File: config.mk
export PLATFORM = sky130hd
export DESIGN_NAME = ssm_front_flat
export DESIGN_NICKNAME = d
export VERILOG_FILES = /design/src/design/selective_state_space_scan_top_macros.svh /design/src/design/ssm_pkg.sv /design/src/design/ssm_if.sv /design/src/design/ssm_front.sv /design/src/flat_wrapper.sv
export SDC_FILE = /design/constraint.sdc
export NUM_CORES = 1
export LEC_CHECK = 0
export BUFFER_PORTS_ARGS = -buffer_cell sky130_fd_sc_hd__buf_2
export CORE_MARGIN = 1
export CORE_UTILIZATION = 45
export DETAILED_ROUTE_END_ITERATION = 10
export PLACE_DENSITY = 0.7
export SYNTH_ARGS = -nofsm -noshare
export SYNTH_HDL_FRONTEND = slang
export SYNTH_SLANG_ARGS = --single-unit
File: constraint.sdc
create_clock -name vclk -period 11.65
set_clock_uncertainty 0.2 [all_clocks]
set_input_delay 1.7475 -clock vclk [all_inputs]
set_output_delay 1.7475 -clock vclk [all_outputs]
set_load 0.02 [all_outputs]
File: src/design/selective_state_space_scan_top_macros.svh
// Assertion helpers used by the back end (ssm_back).
`ifndef SELECTIVE_STATE_SPACE_SCAN_TOP_MACROS_SVH
`define SELECTIVE_STATE_SPACE_SCAN_TOP_MACROS_SVH

// Clocked check, disabled while reset is asserted.
`define SSM_ASSERT(label, prop, msg) \
  label: assert property (@(posedge clk_i) disable iff (!rst_ni) (prop)) else $error(msg);

// Clocked check that also holds through reset.
`define SSM_ASSERT_ALWAYS(label, prop, msg) \
  label: assert property (@(posedge clk_i) (prop)) else $error(msg);

`endif

File: src/design/ssm_pkg.sv
`default_nettype none
package ssm_pkg;

  localparam int CHANNELS        = 64;
  localparam int STATES          = 16;
  localparam int EXP_TABLE_DEPTH = 256;
  localparam int CHAN_W          = 6;
  localparam int STATE_W         = 4;
  localparam int STORE_DEPTH     = CHANNELS * STATES;
  localparam int IDX_W           = $clog2(STORE_DEPTH);
  localparam int TAB_W           = $clog2(EXP_TABLE_DEPTH);
  // k = z * DEPTH / 2^28 is a right shift by this amount
  localparam int K_SHIFT         = 28 - TAB_W;

  typedef logic [15:0] decay_tab_t [EXP_TABLE_DEPTH];

  // One element as it travels from the front end to the back end.
  typedef struct packed {
    logic signed [15:0] x_value;
    logic        [15:0] step_size;
    logic signed [15:0] b_value;
    logic signed [15:0] c_value;
    logic signed [32:0] prod_p;   // step_size * decay_rate, Q8.24
    logic [CHAN_W-1:0]  channel_index;
    logic [IDX_W-1:0]   addr;
    logic               clear_state;
    logic               last_state;
  } ssm_item_t;

  // Status from the back end to the front end.
  typedef struct packed {
    logic clearing;
  } ssm_status_t;

  typedef enum logic [2:0] {
    ST_IDLE,
    ST_LOAD,
    ST_MUL,
    ST_HNEW,
    ST_CONTRIB,
    ST_ACCUM,
    ST_EMIT
  } back_state_e;

  // Restoring long division, used only while the table is built.
  function automatic longint unsigned udiv64(longint unsigned num, longint unsigned den);
    longint unsigned quo;
    longint unsigned rem;
    quo = '0;
    rem = '0;
    for (int i = 63; i >= 0; i--) begin
      rem = {rem[62:0], num[i]};
      if (rem >= den) begin
        rem    = rem - den;
        quo[i] = 1'b1;
      end
    end
    return quo;
  endfunction

  // exp(-16*k/DEPTH) in Q0.16, built once at elaboration.
  function automatic decay_tab_t build_decay_table();
    decay_tab_t        tab;
    longint unsigned   term;
    longint unsigned   sum;
    longint unsigned   r;
    longint unsigned   acc;
    longint unsigned   e;
    term = 64'd1 << 48;
    sum  = 64'd1 << 48;
    for (int n = 1; n <= 24; n++) begin
      term = udiv64(term * 64'd16, 64'(EXP_TABLE_DEPTH) * 64'(n));
      if ((n & 1) == 1) begin
        sum = (term > sum) ? 64'd0 : sum - term;
      end else begin
        sum = sum + term;
      end
    end
    r = (sum + (64'd1 << 15)) >> 16;
    if (r > 64'hFFFF_FFFF) begin
      r = 64'hFFFF_FFFF;
    end
    acc = 64'd1 << 32;
    for (int k = 0; k < EXP_TABLE_DEPTH; k++) begin
      e = (acc + (64'd1 << 15)) >> 16;
      tab[k] = (e > 64'd65535) ? 16'hFFFF : e[15:0];
      acc = (acc * r + (64'd1 << 31)) >> 32;
    end
    return tab;
  endfunction

  localparam decay_tab_t DECAY_TABLE = build_decay_table();

endpackage
`default_nettype wire

File: src/design/ssm_if.sv
`default_nettype none
interface ssm_in_if import ssm_pkg::*; ();
  logic                      valid;
  logic                      ready;
  logic signed [15:0]        x_value;
  logic        [15:0]        step_size;
  logic signed [15:0]        decay_rate;
  logic signed [15:0]        b_value;
  logic signed [15:0]        c_value;
  logic        [CHAN_W-1:0]  channel_index;
  logic        [STATE_W-1:0] state_index;
  logic                      clear_state;
  logic                      last_state;

  modport source (output valid, x_value, step_size, decay_rate, b_value, c_value,
                  channel_index, state_index, clear_state, last_state, input ready);
  modport sink (input valid, x_value, step_size, decay_rate, b_value, c_value,
                channel_index, state_index, clear_state, last_state, output ready);
endinterface

`default_nettype wire

File: src/design/ssm_front.sv
`default_nettype none
module ssm_front import ssm_pkg::*; (
  ssm_in_if.sink      in_i,
  input  ssm_status_t status_i,
  input  logic        q_full_i,
  output logic        push_o,
  output ssm_item_t   item_o
);

  assign in_i.ready = !status_i.clearing && !q_full_i;
  assign push_o     = in_i.valid && in_i.ready;

  always_comb begin
    item_o.x_value       = in_i.x_value;
    item_o.step_size     = in_i.step_size;
    item_o.b_value       = in_i.b_value;
    item_o.c_value       = in_i.c_value;
    item_o.prod_p        = $signed({1'b0, in_i.step_size}) * in_i.decay_rate;
    item_o.channel_index = in_i.channel_index;
    // both dimensions are powers of two, so the modulo is plain concatenation
    item_o.addr          = {in_i.state_index, in_i.channel_index};
    item_o.clear_state   = in_i.clear_state;
    item_o.last_state    = in_i.last_state;
  end

endmodule
`default_nettype wire

File: src/flat_wrapper.sv
// flat-port wrapper written by rule: the top's interface ports become plain ports
module ssm_front_flat import ssm_pkg::*;
  (status_i, q_full_i, push_o, item_o, in_i_valid, in_i_x_value, in_i_step_size, in_i_decay_rate, in_i_b_value, in_i_c_value, in_i_channel_index, in_i_state_index, in_i_clear_state, in_i_last_state, in_i_ready);
  ssm_in_if in_i_i ();
  input  ssm_status_t status_i;
  input  logic q_full_i;
  output logic push_o;
  output ssm_item_t item_o;
  input wire logic [$bits(in_i_i.valid)-1:0] in_i_valid;
  input wire logic [$bits(in_i_i.x_value)-1:0] in_i_x_value;
  input wire logic [$bits(in_i_i.step_size)-1:0] in_i_step_size;
  input wire logic [$bits(in_i_i.decay_rate)-1:0] in_i_decay_rate;
  input wire logic [$bits(in_i_i.b_value)-1:0] in_i_b_value;
  input wire logic [$bits(in_i_i.c_value)-1:0] in_i_c_value;
  input wire logic [$bits(in_i_i.channel_index)-1:0] in_i_channel_index;
  input wire logic [$bits(in_i_i.state_index)-1:0] in_i_state_index;
  input wire logic [$bits(in_i_i.clear_state)-1:0] in_i_clear_state;
  input wire logic [$bits(in_i_i.last_state)-1:0] in_i_last_state;
  output wire logic [$bits(in_i_i.ready)-1:0] in_i_ready;
  assign in_i_i.valid = in_i_valid;
  assign in_i_i.x_value = in_i_x_value;
  assign in_i_i.step_size = in_i_step_size;
  assign in_i_i.decay_rate = in_i_decay_rate;
  assign in_i_i.b_value = in_i_b_value;
  assign in_i_i.c_value = in_i_c_value;
  assign in_i_i.channel_index = in_i_channel_index;
  assign in_i_i.state_index = in_i_state_index;
  assign in_i_i.clear_state = in_i_clear_state;
  assign in_i_i.last_state = in_i_last_state;
  assign in_i_ready = in_i_i.ready;
  ssm_front u_core (.in_i(in_i_i), .status_i(status_i), .q_full_i(q_full_i), .push_o(push_o), .item_o(item_o));
endmodule
==> flow_summary.yaml, run 1 <==
run_status:
  status: "finished clean"
job:
  maxCapViolations: 0
cells_and_area:
  syn_to_final_growth_pct: -0.118
  final_cell_area_um2: 9560
  final_cell_mix: "inv_1 (257), fa_1 (194), nand2_1 (144)"
  diodes: 0
  nClkBuffers: 0
  final_common_cell: "inv_1"
  drive_gt1_share_pct: 8.83
  seqCellArea_um2: 0
  design.seq.count: 0
  nets: 1511
worst_setup_path:
  worst_setup_path_start_kind: "input port"
  worstPathRequired_ps: 9700
  end_kind: "output port"
  cp_max_fo: 10
  crit_type: "input port to output port"
  cp.arrival_ps: 7460
global_route:
  antenna_found_initial: 0
  grt_pass1_wl_mm: 38.8
  grt_pass1_vias: 7446
  grt_max_degree: 18
  grtUsageTotal_pct: 22.2
  grt-ovfl-total: 0
floorplanning:
  fp.dieArea_um2: 21900
  fp.dieH_um: 148
  io_pins: 212
  rows: 52
  fp.dieW_um: 148
  initial_core_util_pct: 46.6
  coreArea_um2: 20600
detailed_routing:
  routed_wl_mm: 22.7
  drtPass1Iterations: 5
  vias_per_cell: 5.08
  drc: 0
  wire_per_inst_um: 16.6
  num_vias: 6946
  final_antenna_net_count: 0
  drt_iter0_drc: 323
sta:
  min_period_ps: 9410
  rsz0062_at_grt: "no"
  maxSlewViolCount: 0
  max_slew_margin_pct: 69.5
  setup_viol: 0
  setup_tns_ps: 0
  fmax_mhz: 106
  fin_crit_sh_pct: 80.8
  finalHoldViolCount: 0
  worst_slew_pin_slew_ps: 454
synth:
  yosys.area.top_type: "fa_1"
  postSynthAreaPerCell_um2: 8.44
  yosysUniqueCellTypes: 41
  ys_warn_count: 0
  syn_inst: 1134
  synth_area_leaders: "fa_1 (41%), ha_1 (16%), inv_1 (10%), and2_1 (7.7%), buf_4 (6.4%)"
  synth_fp_nets: 1545
  seq_area_frac_synth_pct: 0
  syn_area_um2: 9570
  synth_top_area_share_pct: 40.6
placement:
  place_area_um2: 9560
  hpwl_mm: 18.8
  gp_congestion: 0.890
  portBuffers: 86
clock_tree:
  cts.hold.buffers_added: 0
  cts_resized: 0
  postCtsSetupRepairBufs: 0
worst_hold_path:
  hp-class: "input port to output port"
## cells by family (layout without fill, tap and decap cells)
logic type | after synthesis | count (layout) | share of synthesized area, %
buffers and inverters | 380 | 344 | 18.3
adders and majority gates | 316 | 316 | 56.5
xor gates and xnor gates | 30 | 30 | 2.75
AOI/OAI and AO/OA | 89 | 89 | 6.14
and+or+nand+nor | 319 | 319 | 16.3
## cell usage after synthesis (3+ instances only)
library cell  number
a31oi_1            8
nor2_1            25
a21o_1             7
xor2_1            14
inv_1            257
clkbuf_1          34
nor2b_1            3
o21bai_1           3
a21oi_1           27
xnor2_1           16
nand2b_1           9
buf_2              5
nand4_1            9
nand2_1          144
buf_4             82
nand3_1            6
fa_1             194
ha_1             122
o211ai_1           5
o21ai_0           17
and2_1           118
## layer usage
metal  vias to the layer above  global-route usage, %  part of all wire (%)
met4                         0                   1.65                  0.61
met2                       214                   36.9                    47
met1                      3489                   32.5                    46
met5                         -                      0                     0
met3                        16                   2.35                   6.0
li1                       3227                      -                     -
## worst max-delay path: stages
cell      delay [ps]
buf_2            230
clkinv_1         310
nor2_1           240
fa_1             470
fa_1             400
fa_1             570
fa_1             440
fa_1             480
inv_1             50
fa_1             520
inv_1             60
ha_1             400
a21o_1           240
a31oi_1          220
a21oi_1           90
a211o_1          270
a31o_1           260
a21oi_2          150
xnor2_1          120
buf_2            180
## worst paths after layout
check                    endpoint  slack, ps                 from  cells after the start
worst max-delay path   item_o[50]       2240  in_i_decay_rate[15]                     20
worst min-delay path  item_o[101]       3300      in_i_x_value[2]                      0
## per-stage QoR
stage                     util [%]  worst slack [ps]  cells  hold slack, ps
after floorplan                  -              2790   1134            3370
after global placement        46.5              2310   1368            3300
after detailed placement      46.5              2330   1368            3300
after CTS                     46.5              2290   1368            3300
after global routing          46.5              1990   1368            3300
final                         46.5              2240   1368            3300
## layout make-up
cell class                      instances  area (um2)
Tap cell                              270         338
Multi-Input combinational cell        754        7820
Timing Repair Buffer                   86         430
Fill cell                            2078       11000
Inverter                              258         968
Power of run 1 is left out: the tool's default activity adds up to more than one toggle a clock period on the data nets, which glitch-free logic cannot reach.
==> run 2, diff against run 1 <==
- clock period: 11.65 -> 8.7 ns (I/O delays scaled with it)
==> run 2 against run 1 <==
Net effect: wire length shrank 2.4%; global-route usage down 0.89 points; hold slack got worse by 880 ps; clock-buffer cell count unchanged; non-clock buffer count rose by 7.
==> flow_summary.yaml, run 2 (same netlist as run 1, synthesis figures left out) <==
cells_and_area:
  nets: 1518
  fillers: 2054
  multi_input_area_um2: 7820
  final_cell_mix: "inv_1 (257), fa_1 (194), nand2_1 (144)"
  diodes: 0
  seqCellArea_um2: 0
  nClkBuffers: 0
  final_common_cell: "inv_1"
  design.seq.count: 0
  syn_to_final_growth_pct: 0.431
  drive_gt1_share_pct: 9.41
  final_cell_area_um2: 9610
clock_tree:
  cts_resized: 0
  postCtsSetupRepairBufs: 0
  cts.hold.buffers_added: 0
floorplanning:
  initial_core_util_pct: 46.6
  coreArea_um2: 20600
  rows: 52
  io_pins: 212
  fp.dieH_um: 148
  fp.dieArea_um2: 21900
  fp.dieW_um: 148
sta:
  fin_crit_sh_pct: 97.3
  rsz0062_at_grt: "no"
  worst_slew_pin_slew_ps: 443
  whs_ps: 2410
  fin_ws_ps: 232
  setup_viol: 0
  min_period_ps: 8470
  setup_tns_ps: 0
  finalHoldViolCount: 0
  maxSlewViolCount: 0
  fmax_mhz: 118
  max_slew_margin_pct: 70.3
worst_setup_path:
  worst_setup_path_start_kind: "input port"
  worstPathRequired_ps: 7190
  end_kind: "output port"
  cp.arrival_ps: 6960
  cp_max_fo: 17
  crit_type: "input port to output port"
detailed_routing:
  drc: 0
  wire_per_inst_um: 16.1
  drt_iter0_drc: 325
  routed_wl_mm: 22.1
  final_antenna_net_count: 0
  vias_per_cell: 5.04
  drtPass1Iterations: 5
  num_vias: 6930
global_route:
  grt_pass1_vias: 7276
  grtUsageTotal_pct: 21.3
  grt_pass1_wl_mm: 37.4
  antenna_found_initial: 0
  grt_max_degree: 18
  grt-ovfl-total: 0
placement:
  place_area_um2: 9610
  hpwl_mm: 19.0
  portBuffers: 86
  gp_congestion: 0.864
  post-place-ws_ps: 272
worst_hold_path:
  hp-class: "input port to output port"
job:
  maxCapViolations: 0
run_status:
  status: "finished clean"
-- run 2: cell count changes in the layout (fill, tap and decap cells not counted), sizes merged --
cell	change
buf	+7
-- run 2: layout make-up --
class / instances / share of cell area, %
Multi-Input combinational cell: 754 / 81.4
Inverter: 258 / 10.1
Timing Repair Buffer: 93 / 5.02
Tap cell: 270 / 3.51
-- run 2: worst paths after layout --
| kind | start | end | slack (ps) | cells past startpoint |
|---|---|---|---|---|
| worst max-delay path | in_i_step_size[10] | item_o[50] | 230 | 20 |
| worst min-delay path | in_i_x_value[2] | item_o[101] | 2410 | 0 |
-- run 2: critical path, stage by stage --
cell	delay, ps
buf_2	360
nand2_1	150
fa_1	520
fa_1	520
inv_1	60
fa_1	580
fa_1	440
fa_1	540
inv_1	60
fa_1	470
inv_1	40
ha_1	400
a21o_1	230
a31oi_1	220
a21oi_1	90
a211o_1	260
a31o_1	220
a21oi_2	140
xnor2_1	140
buf_2	190
-- run 2: layer usage --
layer / vias up / global-route usage, % / share of wire (%)
li1: 3247 / - / -
met1: 3498 / 31.7 / 48
met2: 171 / 35.1 / 47
met3: 14 / 1.54 / 4.7
met4: 0 / 2.01 / 0.75
met5: - / 0 / 0
-- run 2: metrics by stage --
| step | utilization [%] | instances |
|---|---|---|
| floorplan | - | 1134 |
| global placement | 46.8 | 1375 |
| detailed placement | 46.8 | 1375 |
| CTS | 46.8 | 1375 |
| global route | 46.8 | 1375 |
| finish | 46.8 | 1375 |
Power of run 2 is left out for the same reason.
