$ cat config.mk
export PLATFORM = sky130hd
export DESIGN_NAME = ssm_queue
export DESIGN_NICKNAME = d
export VERILOG_FILES = /design/src/design/selective_state_space_scan_top_macros.svh /design/src/design/ssm_pkg.sv /design/src/design/ssm_queue.sv
export SDC_FILE = /design/constraint.sdc
export NUM_CORES = 1
export LEC_CHECK = 0
export BUFFER_PORTS_ARGS = -buffer_cell sky130_fd_sc_hd__buf_2
export CAP_MARGIN = 20
export CORE_ASPECT_RATIO = 1.4
export CORE_MARGIN = 2
export CORE_UTILIZATION = 35
export DETAILED_ROUTE_END_ITERATION = 8
export PLACE_DENSITY_LB_ADDON = 0.1
export SLEW_MARGIN = 25
export SYNTH_ARGS = -nofsm -noshare
export SYNTH_HDL_FRONTEND = slang
export SYNTH_SLANG_ARGS = --single-unit
$ cat constraint.sdc
create_clock -name clk_i -period 16.5 [get_ports clk_i]
set_input_delay 0.825 -clock clk_i [delete_from_list [all_inputs] [get_ports clk_i]]
set_output_delay 0.825 -clock clk_i [all_outputs]
set_load 0.02 [all_outputs]
$ cat src/design/selective_state_space_scan_top_macros.svh
// Assertion helpers used by the back end (ssm_back).
`ifndef SELECTIVE_STATE_SPACE_SCAN_TOP_MACROS_SVH
`define SELECTIVE_STATE_SPACE_SCAN_TOP_MACROS_SVH

// Clocked check, disabled while reset is asserted.
`define SSM_ASSERT(label, prop, msg) \
  label: assert property (@(posedge clk_i) disable iff (!rst_ni) (prop)) else $error(msg);

// Clocked check that also holds through reset.
`define SSM_ASSERT_ALWAYS(label, prop, msg) \
  label: assert property (@(posedge clk_i) (prop)) else $error(msg);

`endif

$ cat src/design/ssm_pkg.sv
`default_nettype none
package ssm_pkg;

  localparam int CHANNELS        = 64;
  localparam int STATES          = 16;
  localparam int EXP_TABLE_DEPTH = 256;
  localparam int CHAN_W          = 6;
  localparam int STATE_W         = 4;
  localparam int STORE_DEPTH     = CHANNELS * STATES;
  localparam int IDX_W           = $clog2(STORE_DEPTH);
  localparam int TAB_W           = $clog2(EXP_TABLE_DEPTH);
  // k = z * DEPTH / 2^28 is a right shift by this amount
  localparam int K_SHIFT         = 28 - TAB_W;

  typedef logic [15:0] decay_tab_t [EXP_TABLE_DEPTH];

  // One element as it travels from the front end to the back end.
  typedef struct packed {
    logic signed [15:0] x_value;
    logic        [15:0] step_size;
    logic signed [15:0] b_value;
    logic signed [15:0] c_value;
    logic signed [32:0] prod_p;   // step_size * decay_rate, Q8.24
    logic [CHAN_W-1:0]  channel_index;
    logic [IDX_W-1:0]   addr;
    logic               clear_state;
    logic               last_state;
  } ssm_item_t;

  // Status from the back end to the front end.
  typedef struct packed {
    logic clearing;
  } ssm_status_t;

  typedef enum logic [2:0] {
    ST_IDLE,
    ST_LOAD,
    ST_MUL,
    ST_HNEW,
    ST_CONTRIB,
    ST_ACCUM,
    ST_EMIT
  } back_state_e;

  // Restoring long division, used only while the table is built.
  function automatic longint unsigned udiv64(longint unsigned num, longint unsigned den);
    longint unsigned quo;
    longint unsigned rem;
    quo = '0;
    rem = '0;
    for (int i = 63; i >= 0; i--) begin
      rem = {rem[62:0], num[i]};
      if (rem >= den) begin
        rem    = rem - den;
        quo[i] = 1'b1;
      end
    end
    return quo;
  endfunction

  // exp(-16*k/DEPTH) in Q0.16, built once at elaboration.
  function automatic decay_tab_t build_decay_table();
    decay_tab_t        tab;
    longint unsigned   term;
    longint unsigned   sum;
    longint unsigned   r;
    longint unsigned   acc;
    longint unsigned   e;
    term = 64'd1 << 48;
    sum  = 64'd1 << 48;
    for (int n = 1; n <= 24; n++) begin
      term = udiv64(term * 64'd16, 64'(EXP_TABLE_DEPTH) * 64'(n));
      if ((n & 1) == 1) begin
        sum = (term > sum) ? 64'd0 : sum - term;
      end else begin
        sum = sum + term;
      end
    end
    r = (sum + (64'd1 << 15)) >> 16;
    if (r > 64'hFFFF_FFFF) begin
      r = 64'hFFFF_FFFF;
    end
    acc = 64'd1 << 32;
    for (int k = 0; k < EXP_TABLE_DEPTH; k++) begin
      e = (acc + (64'd1 << 15)) >> 16;
      tab[k] = (e > 64'd65535) ? 16'hFFFF : e[15:0];
      acc = (acc * r + (64'd1 << 31)) >> 32;
    end
    return tab;
  endfunction

  localparam decay_tab_t DECAY_TABLE = build_decay_table();

endpackage
`default_nettype wire

$ cat src/design/ssm_queue.sv
`default_nettype none
module ssm_queue import ssm_pkg::*; (
  input  logic      clk_i,
  input  logic      rst_ni,
  input  logic      push_i,
  input  ssm_item_t item_i,
  input  logic      pop_i,
  output ssm_item_t item_o,
  output logic      full_o,
  output logic      empty_o
);

  ssm_item_t  slot_q [2];
  logic       wptr_q, rptr_q;
  logic [1:0] cnt_q;

  assign full_o  = (cnt_q == 2'd2);
  assign empty_o = (cnt_q == 2'd0);
  assign item_o  = slot_q[rptr_q];

  always_ff @(posedge clk_i) begin
    if (push_i) begin
      slot_q[wptr_q] <= item_i;
    end
  end

  always_ff @(posedge clk_i or negedge rst_ni) begin
    if (!rst_ni) begin
      wptr_q <= 1'b0;
      rptr_q <= 1'b0;
      cnt_q  <= 2'd0;
    end else begin
      if (push_i) begin
        wptr_q <= !wptr_q;
      end
      if (pop_i) begin
        rptr_q <= !rptr_q;
      end
      cnt_q <= cnt_q + {1'b0, push_i} - {1'b0, pop_i};
    end
  end

endmodule
`default_nettype wire

==> flow_summary.ini, run 1 <==
[setup_path]
worstPathRequired_ns = 15.67
critical_path_peak_fanout = 63
critical-path-max-stage-delay_ns = 0.93
type_of_element_capturing_the_critical_path = output port
crit_slowest_cell = dfrtp_4
worst_path_dominant_cell_family = buffers and inverters
worst_setup_path_startpoint = rptr_q$_DFFE_PN0P_
rr_startpoint = wptr_q$_DFFE_PN0P_
startpoint_type = flip-flop
cp.arrival_ns = 2.99
cp_bufs_invs = 2
setup.worst_path.class = flip-flop to output port
path_cells = buf_4 > mux2_2 > buf_2

[timing]
slew_violations = 0
highest_clock_frequency_the_design_can_meet_ghz = 0.262
timing_worst_slew_pin_value_ns = 1.03
finalWorstSetupSlack_ns = 12.69
rsz0062_at_grt = no
minimum_clock_period_after_layout_ns = 3.81
finalSetupTns_ns = 0
final.period_utilization = 0.231
setup_viol_count_final = 0
timing.max_slew.rel_slack = 0.314
timing.clock.skew_ns = 0.00785
finalHoldViolations = 0
hold_slack_ns = 0.124

[global_route]
via_count_of_the_first_global_routing_pass = 4649
global_route.overflow_total = 0
grt_max_degree = 67
number_of_antenna_violations_at_the_first_check_in_global_routing = 4
grt_first_pass_wirelength_um = 25600
total_routing_resource_utilization_after_global_routing = 0.130

[worst_hold_path]
hold_path_class = input port to async pin

[cells_and_area]
flow.area_growth_from_synthesis_pct = 26.4
drive_above_1_share = 0.610
nets = 746
multi_input_comb_area_mm2 = 0.00154
area.sequential_mm2 = 0.00701
filler_cell_count = 2216

[power]
internal_power_w = 0.00136
ir_drop_mv = 0.0955
switching_share = 0.312
leakagePower_nw = 4.21
p_clk_frac = 0.263
combPwrFrac = 0.307
switchingPower_w = 0.000615
cellPowerDensity_mw_per_mm2 = 180
p_seq_frac = 0.430

[drt]
wl_per_cell_um = 18.1
vias_per_cell = 4.45
firstDrtPassIters = 4
first_iter_violations = 172
drc = 0
wirelength_um = 17300
drtAntennaViolNets = 0
dr_total_vias = 4269

[clock_tree]
clock_tree.htree_level_count = 1
cts.root.buffer_cell = clkbuf_16
clock_insertion_delay_at_the_later_pin_of_the_skew_report_ns = 0.50
cts.path.max_buffers = 3
clock_sink_count = 234
cts-hold-fix-buffers = 0
number_of_clock_buffers_inserted_by_tritoncts = 24
cts_resized = 0
post-cts-setup-buffers = 0
tritoncts_clock_tree = built
cts.clk_slew.worst_paths_ns = 0.06

[floorplanning]
die_area_mm2 = 0.0260
fp-row-count = 68
core_area_mm2 = 0.0245
die_w_um = 137
starting_utilization_of_the_core_area = 0.353
io_pins = 236
die-height_um = 190

[yosys]
synth-warning-count = 0
netlist_top_cells_area = edfxtp_1 80%, mux2_2 9.8%, mux2_4 6.9%
seq_area_frac_synth = 0.810
dominantRegCellSynth = edfxtp_1
yosys.cell_types.count = 13
post-synth-top-count-cell = edfxtp_1
synth-seq-cells = 234
avg_synthesized_cell_area_um2 = 23.2
netlist.top_cell.by_area = edfxtp_1
synth_enable_flop_cells = 230
mappedNetlistNets = 494
synth_largest_type_area_fraction = 0.798
asyncSetResetFlopFracSynth = 0.0171
synth_cells = 373
yosys-top-cells-count = 230 x edfxtp_1, 75 x mux2_2, 40 x mux2_4, 7 x buf_2, 6 x buf_6
synthesis.area_mm2 = 0.00865

[placement]
finalWeightedCongestion = 0.737
pre_cts_ws_ns = 13.12
port_buffer_count = 235
placed_wire_length_estimate_um = 11500

[run_status]
status = complete, no violations

[flow_run]
drv.max_cap_violation_count = 0
[flip-flops by register name, summed over array words and instances, names as in the netlist]
| signal | cells |
|---|---|
| slot_q | 230 |
| rptr_q | 1 |
| cnt_q | 2 |
| wptr_q | 1 |
[power by group through the flow]
| stage | combinational (W) | clock (W) | sequential, W |
|---|---|---|---|
| after detailed placement | 0.000621 | 0 | 0.000864 |
| after floorplan | 0.000467 | 0 | 0.000837 |
| after global routing | 0.000648 | 0.000561 | 0.000861 |
| after global placement | 0.000615 | 0 | 0.000857 |
| after CTS | 0.000623 | 0.000538 | 0.000851 |
| final | 0.000606 | 0.000519 | 0.000847 |
[path summary, 6_finish.rpt]
check | to | depth (start not counted) | slack, ns
min in group clk_i | slot_q[0][72]$_DFFE_PP_ | 1 | 0.51
max in group asynchronous | rptr_q$_DFFE_PN0P_ | 1 | 16.23
setup reg to reg | slot_q[1][101]$_DFFE_PP_ | 2 | 14.14
setup / recovery | item_o[108] | 3 | 12.69
hold reg to reg | wptr_q$_DFFE_PN0P_ | 1 | 0.57
hold / removal | cnt_q[0]$_DFF_PN0_ | 1 | 0.12
[per-stage QoR]
stage          utilization  power, W  instances  instance area, µm²
2_1_floorplan            -   0.00130        373                8650
4_1_cts              0.446   0.00201        958               10900
6_report             0.446   0.00197        960               10900
3_5_place_dp         0.415   0.00149        914               10200
3_3_place_gp         0.415   0.00147        914               10200
5_1_grt              0.446   0.00207        958               10900
[routing by layer]
layer | global-route usage | vias to the layer above | share of wire
li1 | - | 1997 | -
met1 | 0.130 | 2075 | 0.34
met2 | 0.245 | 158 | 0.55
met3 | 0.0432 | 35 | 0.082
met4 | 0.0492 | 4 | 0.028
met5 | 0 | - | 0.0020
[cell usage in the layout (no fill, tap or decap), drive strengths merged]
master	count
dfrtp	4
diode	2
clkbuf	31
ha	2
clkinv	8
inv	2
clkinvlp	3
xor2	2
buf	239
nor2b	2
edfxtp	230
mux2	115
nor2	1
xor3	1
bufinv	2
and2	1
[cell type report]
cell class / instances / area share
tap: 315 / 0.0360
antenna: 2 / 0.000458
multi-input combinational: 124 / 0.141
clock inverter: 13 / 0.0109
timing repair buffer: 239 / 0.110
inverter: 2 / 0.000687
clock buffer: 31 / 0.0593
sequential: 234 / 0.641
[logic make-up (layout without fill, tap and decap cells)]
logic type	Yosys count	count (layout)	synth area share
and+or+nand+nor	4	4	0.00260
adders and majority gates	2	2	0.00289
other	0	2	0
muxes	115	115	0.167
buffers and inverters	15	285	0.0127
DFF	234	234	0.810
xor gates and xnor gates	3	3	0.00477
(Power assumes the default switching activity.)
==> run 2: changes to the inputs <==
==> constraint.sdc (replaced) <==
create_clock -name clk_i -period 3.6 [get_ports clk_i]
set_input_delay 0.18 -clock clk_i [delete_from_list [all_inputs] [get_ports clk_i]]
set_output_delay 0.18 -clock clk_i [all_outputs]
set_load 0.02 [all_outputs]
==> run 2 against run 1 <==
Clock power increased to 4.5 times the previous value. Register-to-register slack got worse by 12 ns. Die area unchanged. Critical path type unchanged. Highest routed layer is now met4.
==> flow_summary.ini, run 2 (synthesis results as in run 1) <==
[run_status]
status = complete, no violations

[timing]
minimum_clock_period_after_layout_ns = 2.67
timing.max_slew.rel_slack = 0.402
timing_worst_slew_pin_value_ns = 0.897
setup_viol_count_final = 0
slew_violations = 0
finalHoldViolations = 0
finalSetupTns_ns = 0
timing.clock.skew_ns = 0.0119
rsz0062_at_grt = no
highest_clock_frequency_the_design_can_meet_ghz = 0.374
final.period_utilization = 0.743

[power]
switching_share = 0.311
cellPowerDensity_mw_per_mm2 = 754
combPwrFrac = 0.319
internal_power_w = 0.00631
p_seq_frac = 0.424
leakagePower_nw = 4.72
post-layout-total-power_w = 0.00916
switchingPower_w = 0.00285
ir_drop_mv = 0.456
p_clk_frac = 0.257

[clock_tree]
post-cts-setup-buffers = 0
tritoncts_clock_tree = built
clock_sink_count = 234
number_of_clock_buffers_inserted_by_tritoncts = 24
cts.path.max_buffers = 3
cts_resized = 0
cts.root.buffer_cell = clkbuf_16
cts.clk_slew.worst_paths_ns = 0.06
clock_tree.htree_level_count = 1
clock_insertion_delay_at_the_later_pin_of_the_skew_report_ns = 0.51

[cells_and_area]
layout.cells.most_common_list = 235 x buf_2, 230 x edfxtp_1, 119 x dlygate4sd3_1, 75 x mux2_2, 40 x mux2_4
antenna-diode-count = 0
drive_above_1_share = 0.512
max_flop_register = slot_q
biggest_registers_after_layout = slot_q x230, cnt_q x2
mostFrequentLayoutCell = buf_2
filler_cell_count = 2106
finalInstanceArea_mm2 = 0.0121
nets = 867
largest_register_ffs = 230
flow.area_growth_from_synthesis_pct = 40.3

[worst_hold_path]
hold_path_class = input port to flip-flop

[setup_path]
worst_path_dominant_cell_family = flip-flops
setup.worst_path.class = flip-flop to output port
crit_slowest_cell = dfrtp_4
cp.arrival_ns = 2.49
critical-path-max-stage-delay_ns = 0.99
critical_path_peak_fanout = 52
type_of_element_capturing_the_critical_path = output port
path_cells = buf_12 > mux2_2 > buf_2
startpoint_type = flip-flop
cp_bufs_invs = 2
worstPathRequired_ns = 3.42

[global_route]
number_of_antenna_violations_at_the_first_check_in_global_routing = 0
via_count_of_the_first_global_routing_pass = 5192
total_routing_resource_utilization_after_global_routing = 0.132
global_route.overflow_total = 0
grt_first_pass_wirelength_um = 26200
grt_max_degree = 65

[placement]
postPlaceCellArea_mm2 = 0.0102
finalWeightedCongestion = 0.703
placed_wire_length_estimate_um = 11100
port_buffer_count = 235

[floorplanning]
core_area_mm2 = 0.0245
io_pins = 236
fp-row-count = 68
die_area_mm2 = 0.0260
starting_utilization_of_the_core_area = 0.353
die_w_um = 137
die-height_um = 190

[drt]
drtAntennaViolNets = 0
drc = 0
wl_per_cell_um = 16.4
first_iter_violations = 175
met2RoutedLength_um = 9450
top_layer_used = met4
wirelength_um = 17700
met3RoutedLength_um = 1210
dr_total_vias = 4752
detail_route.wirelength.met1_um = 6620
vias_per_cell = 4.41
firstDrtPassIters = 4

[flow_run]
drv.max_cap_violation_count = 0
## run 2: path summary, 6_finish.rpt
check                           cells past startpoint          startpoint                      end  slack [ns]
worst max-delay path                                3  rptr_q$_DFFE_PN0P_               item_o[39]        0.93
worst min-delay path                                2          item_i[62]  slot_q[0][62]$_DFFE_PP_        0.40
worst max register to register                      2  wptr_q$_DFFE_PN0P_  slot_q[1][67]$_DFFE_PP_        1.76
worst min register to register                      1  wptr_q$_DFFE_PN0P_       wptr_q$_DFFE_PN0P_        0.55
max in group asynchronous                           3              rst_ni       rptr_q$_DFFE_PN0P_        2.82
min in group asynchronous                           3              rst_ni       wptr_q$_DFFE_PN0P_        0.58
## run 2: area by class of cell
| class | instances | area [µm²] | share of cell area |
|---|---|---|---|
| Timing Repair Buffer | 360 | 2440 | 0.201 |
| Inverter | 2 | 7.51 | 0.000618 |
| Tap cell | 315 | 394 | 0.0325 |
| Clock inverter | 13 | 106 | 0.00876 |
| Sequential cell | 234 | 7010 | 0.577 |
| Clock buffer | 29 | 641 | 0.0528 |
| Multi-Input combinational cell | 124 | 1540 | 0.127 |
## run 2: metrics by stage
stage	hold slack, ns	instances	setup WS (ns)	util
after floorplan	-0.116	373	0.0463	-
after global placement	-0.0102	916	1.38	0.416
after detailed placement	-0.00446	916	1.38	0.416
after CTS	0.371	1077	0.826	0.495
after global routing	0.386	1077	0.791	0.495
final	0.399	1077	0.927	0.495
## run 2: timing repair
item | 4_1_cts | 5_1_grt
hold buffers | 119 | 0
setup endpoints to repair | 0 | 0
endpoints found under the hold margin | 237 | 0
## run 2: power by group through the flow
stage          Sequential [W]  Clock (W)  Combinational (W)
5_1_grt               0.00394    0.00255            0.00313
6_report              0.00388    0.00235            0.00293
2_1_floorplan         0.00380          0            0.00214
3_3_place_gp          0.00392          0            0.00287
4_1_cts               0.00390    0.00245            0.00300
3_5_place_dp          0.00395          0            0.00288
## run 2: per-layer routing
metal  up-vias  GRT usage
met5         -          0
met4         0     0.0436
met3        26     0.0322
met2       162      0.248
met1      2329      0.141
li1       2235          -
==> run 3: changes to the inputs <==
--- a/config.mk
+++ b/config.mk
@@ -5,6 +5,7 @@
 export SDC_FILE = /design/constraint.sdc
 export NUM_CORES = 1
 export LEC_CHECK = 0
+export ABC_AREA = 1
 export BUFFER_PORTS_ARGS = -buffer_cell sky130_fd_sc_hd__buf_2
 export CAP_MARGIN = 20
 export CORE_ASPECT_RATIO = 1.4
==> constraint.sdc (replaced) <==
create_clock -name clk_i -period 2.36 [get_ports clk_i]
set_input_delay 0.118 -clock clk_i [delete_from_list [all_inputs] [get_ports clk_i]]
set_output_delay 0.118 -clock clk_i [all_outputs]
set_load 0.02 [all_outputs]
==> run 3 against run 2 <==
Worst hold slack worse by 0.057 ns. Non-clock buffer count is 3 higher. Final area is 1.4% higher. Sequential share of layout area is 0.81 points lower. Setup slack worse by 0.69 ns. Critical path depth stayed put. Clock-buffer cell count is 1 higher. Via count is 20% higher. Die area is 2.3% higher. Sequential power is 49% higher. First-iteration DRC count is 43% higher.
==> flow_summary.ini, run 3 <==
[drt]
dr_total_vias = 5702
first_iter_violations = 250
drc = 0
firstDrtPassIters = 4
wirelength_um = 19300
drtAntennaViolNets = 0
vias_per_cell = 4.31
wl_per_cell_um = 14.6

[cells_and_area]
largest_register_ffs = 230
flow.area_growth_from_synthesis_pct = 39.1
nets = 1110
finalInstanceArea_mm2 = 0.0123
layout.cells.most_common_list = 235 x buf_2, 230 x edfxtp_1, 121 x inv_1, 120 x nand2_1, 119 x dlygate4sd3_1
max_flop_register = slot_q
drive_above_1_share = 0.295
mostFrequentLayoutCell = buf_2
biggest_registers_after_layout = slot_q x230, cnt_q x2
postLayoutCoreUtil = 0.497

[clock_tree]
cts_resized = 0
number_of_clock_buffers_inserted_by_tritoncts = 24
tritoncts_clock_tree = built
cts.path.max_buffers = 3
cts.root.buffer_cell = clkbuf_16
cts.clk_slew.worst_paths_ns = 0.06
clock_insertion_delay_at_the_later_pin_of_the_skew_report_ns = 0.51
clock_tree.htree_level_count = 1
clock_sink_count = 234

[yosys]
avg_synthesized_cell_area_um2 = 14.2
netlist_top_cells_area = edfxtp_1 78%, o21ai_0 5.7%, inv_1 5.2%
netlist.top_cell.by_area = edfxtp_1
yosys.cell_types.count = 16
mappedNetlistNets = 746
synth-compound-area-share = 0.0714
dominantRegCellSynth = edfxtp_1
synthesis.area_mm2 = 0.00885
synth_largest_type_area_fraction = 0.780
asyncSetResetFlopFracSynth = 0.0171
synth_fa_ha_area_frac = 0.00283
synth_simple_gate_area_share = 0.0531
synth_mux_area_frac = 0
yosys-top-cells-count = 230 x edfxtp_1, 122 x inv_1, 121 x nand2_1, 100 x o21ai_0, 15 x o21ai_2
synth-seq-cells = 234
post-synth-top-count-cell = edfxtp_1
seq_area_frac_synth = 0.792
synth_top_family_by_area = buffers and inverters
synth_cells = 625
synth-xor-area-share = 0.00198
synth-warning-count = 0
synth_enable_flop_cells = 230

[worst_hold_path]
worst_hold_startpoint = item_i[22]
hold_path_class = input port to flip-flop

[power]
cellPowerDensity_mw_per_mm2 = 1160
leakagePower_nw = 5.21
ir_drop_mv = 0.690

[setup_path]
setup.worst_path.class = flip-flop to output port
regToRegSetupSlack_ns = 0.98
type_of_element_capturing_the_critical_path = output port
cp.arrival_ns = 2.01
worst_setup_path_startpoint = rptr_q$_DFFE_PN0P_
critical_path_peak_fanout = 59
worstPathRequired_ns = 2.24
startpoint_type = flip-flop
rr_startpoint = wptr_q$_DFFE_PN0P_

[timing]
final.period_utilization = 0.901
slew_violations = 0
setup_viol_count_final = 0
rsz0062_at_grt = no
highest_clock_frequency_the_design_can_meet_ghz = 0.470
finalSetupTns_ns = 0
timing.max_slew.rel_slack = 0.728
minimum_clock_period_after_layout_ns = 2.13
finalHoldViolations = 0
timing.clock.skew_ns = 0.00547
timing_worst_slew_pin_value_ns = 0.408

[run_status]
status = complete, no violations

[flow_run]
drv.max_cap_violation_count = 0

[floorplanning]
core_area_mm2 = 0.0248
fp-row-count = 68
die-height_um = 192
die_w_um = 138
starting_utilization_of_the_core_area = 0.358
io_pins = 236
die_area_mm2 = 0.0266

[global_route]
grt_max_degree = 71
global_route.overflow_total = 0
via_count_of_the_first_global_routing_pass = 5882
total_routing_resource_utilization_after_global_routing = 0.139
grt_first_pass_wirelength_um = 29400
number_of_antenna_violations_at_the_first_check_in_global_routing = 2

[placement]
port_buffer_count = 235
finalWeightedCongestion = 0.730
postPlaceCellArea_mm2 = 0.0103
placed_wire_length_estimate_um = 12400
-- run 3: changes by cell type in the layout (fill, tap and decap cells not counted), moves of 3 or more --
cell and delta:
clkinv_1 -3, o21ai_2 +15, mux2_4 -40, o21ai_0 +100, buf_12 +5, inv_1 +119, nand2_1 +120, mux2_2 -75
-- run 3: layer usage --
layer | wire [µm] | GRT usage
met5 | 0 | 0
met3 | 1190 | 0.0352
met1 | 7290 | 0.152
met2 | 10200 | 0.256
met4 | 619 | 0.0546
-- run 3: cell families (layout without fill, tap and decap cells) --
| logic type | Yosys count | after routing |
|---|---|---|
| adders and majority gates | 2 | 2 |
| other | 0 | 2 |
| buffers and inverters | 147 | 528 |
| and+or+nand+nor | 125 | 125 |
| xor gates and xnor gates | 2 | 2 |
| AOI/OAI and AO/OA | 115 | 115 |
| DFF | 234 | 234 |
-- run 3: through the flow --
stage                     total power [W]  std cells  hold WS [ns]  worst slack [ns]
after floorplan                   0.00905        625        -0.178            -0.218
after global placement             0.0105       1158       -0.0529             0.630
after detailed placement           0.0106       1158       -0.0526             0.623
after CTS                          0.0145       1320         0.311            0.0749
after global routing               0.0151       1322         0.317             0.144
final                              0.0143       1323         0.342             0.233
-- run 3: area by class of cell --
cell class / instances / area [µm²]
antenna: 2 / 5.00
clock buffer: 30 / 644
clock inverter: 13 / 120
fill: 2187 / 12400
inverter: 122 / 462
multi-input combinational: 244 / 1150
sequential: 234 / 7010
tap: 315 / 394
timing repair buffer: 363 / 2520
-- run 3: what timing repair did --
item | CTS | global route
endpoints found under the hold margin | 237 | 0
hold buffers | 119 | 0
endpoints found under the setup margin | 0 | 11
buffers inserted | 0 | 1
-- run 3: power by group --
group | switching [W] | internal (W)
clock | 0.00149 | 0.00215
sequential | 0.000281 | 0.00551
combinational | 0.00332 | 0.00151
total | 0.00509 | 0.00918
-- run 3: final timing paths --
check | depth (start not counted) | endpoint
setup / recovery | 3 | item_o[60]
hold / removal | 2 | slot_q[0][22]$_DFFE_PP_
setup reg to reg | 3 | slot_q[1][93]$_DFFE_PP_
hold reg to reg | 1 | wptr_q$_DFFE_PN0P_
min in group asynchronous | 3 | wptr_q$_DFFE_PN0P_
max in group asynchronous | 3 | rptr_q$_DFFE_PN0P_
-- run 3: worst max-delay path, cell delays in order, from the launching register on --
cell and delay (ns):
dfrtp_4 0.64, buf_12 0.25, o21ai_0 0.34, buf_2 0.23
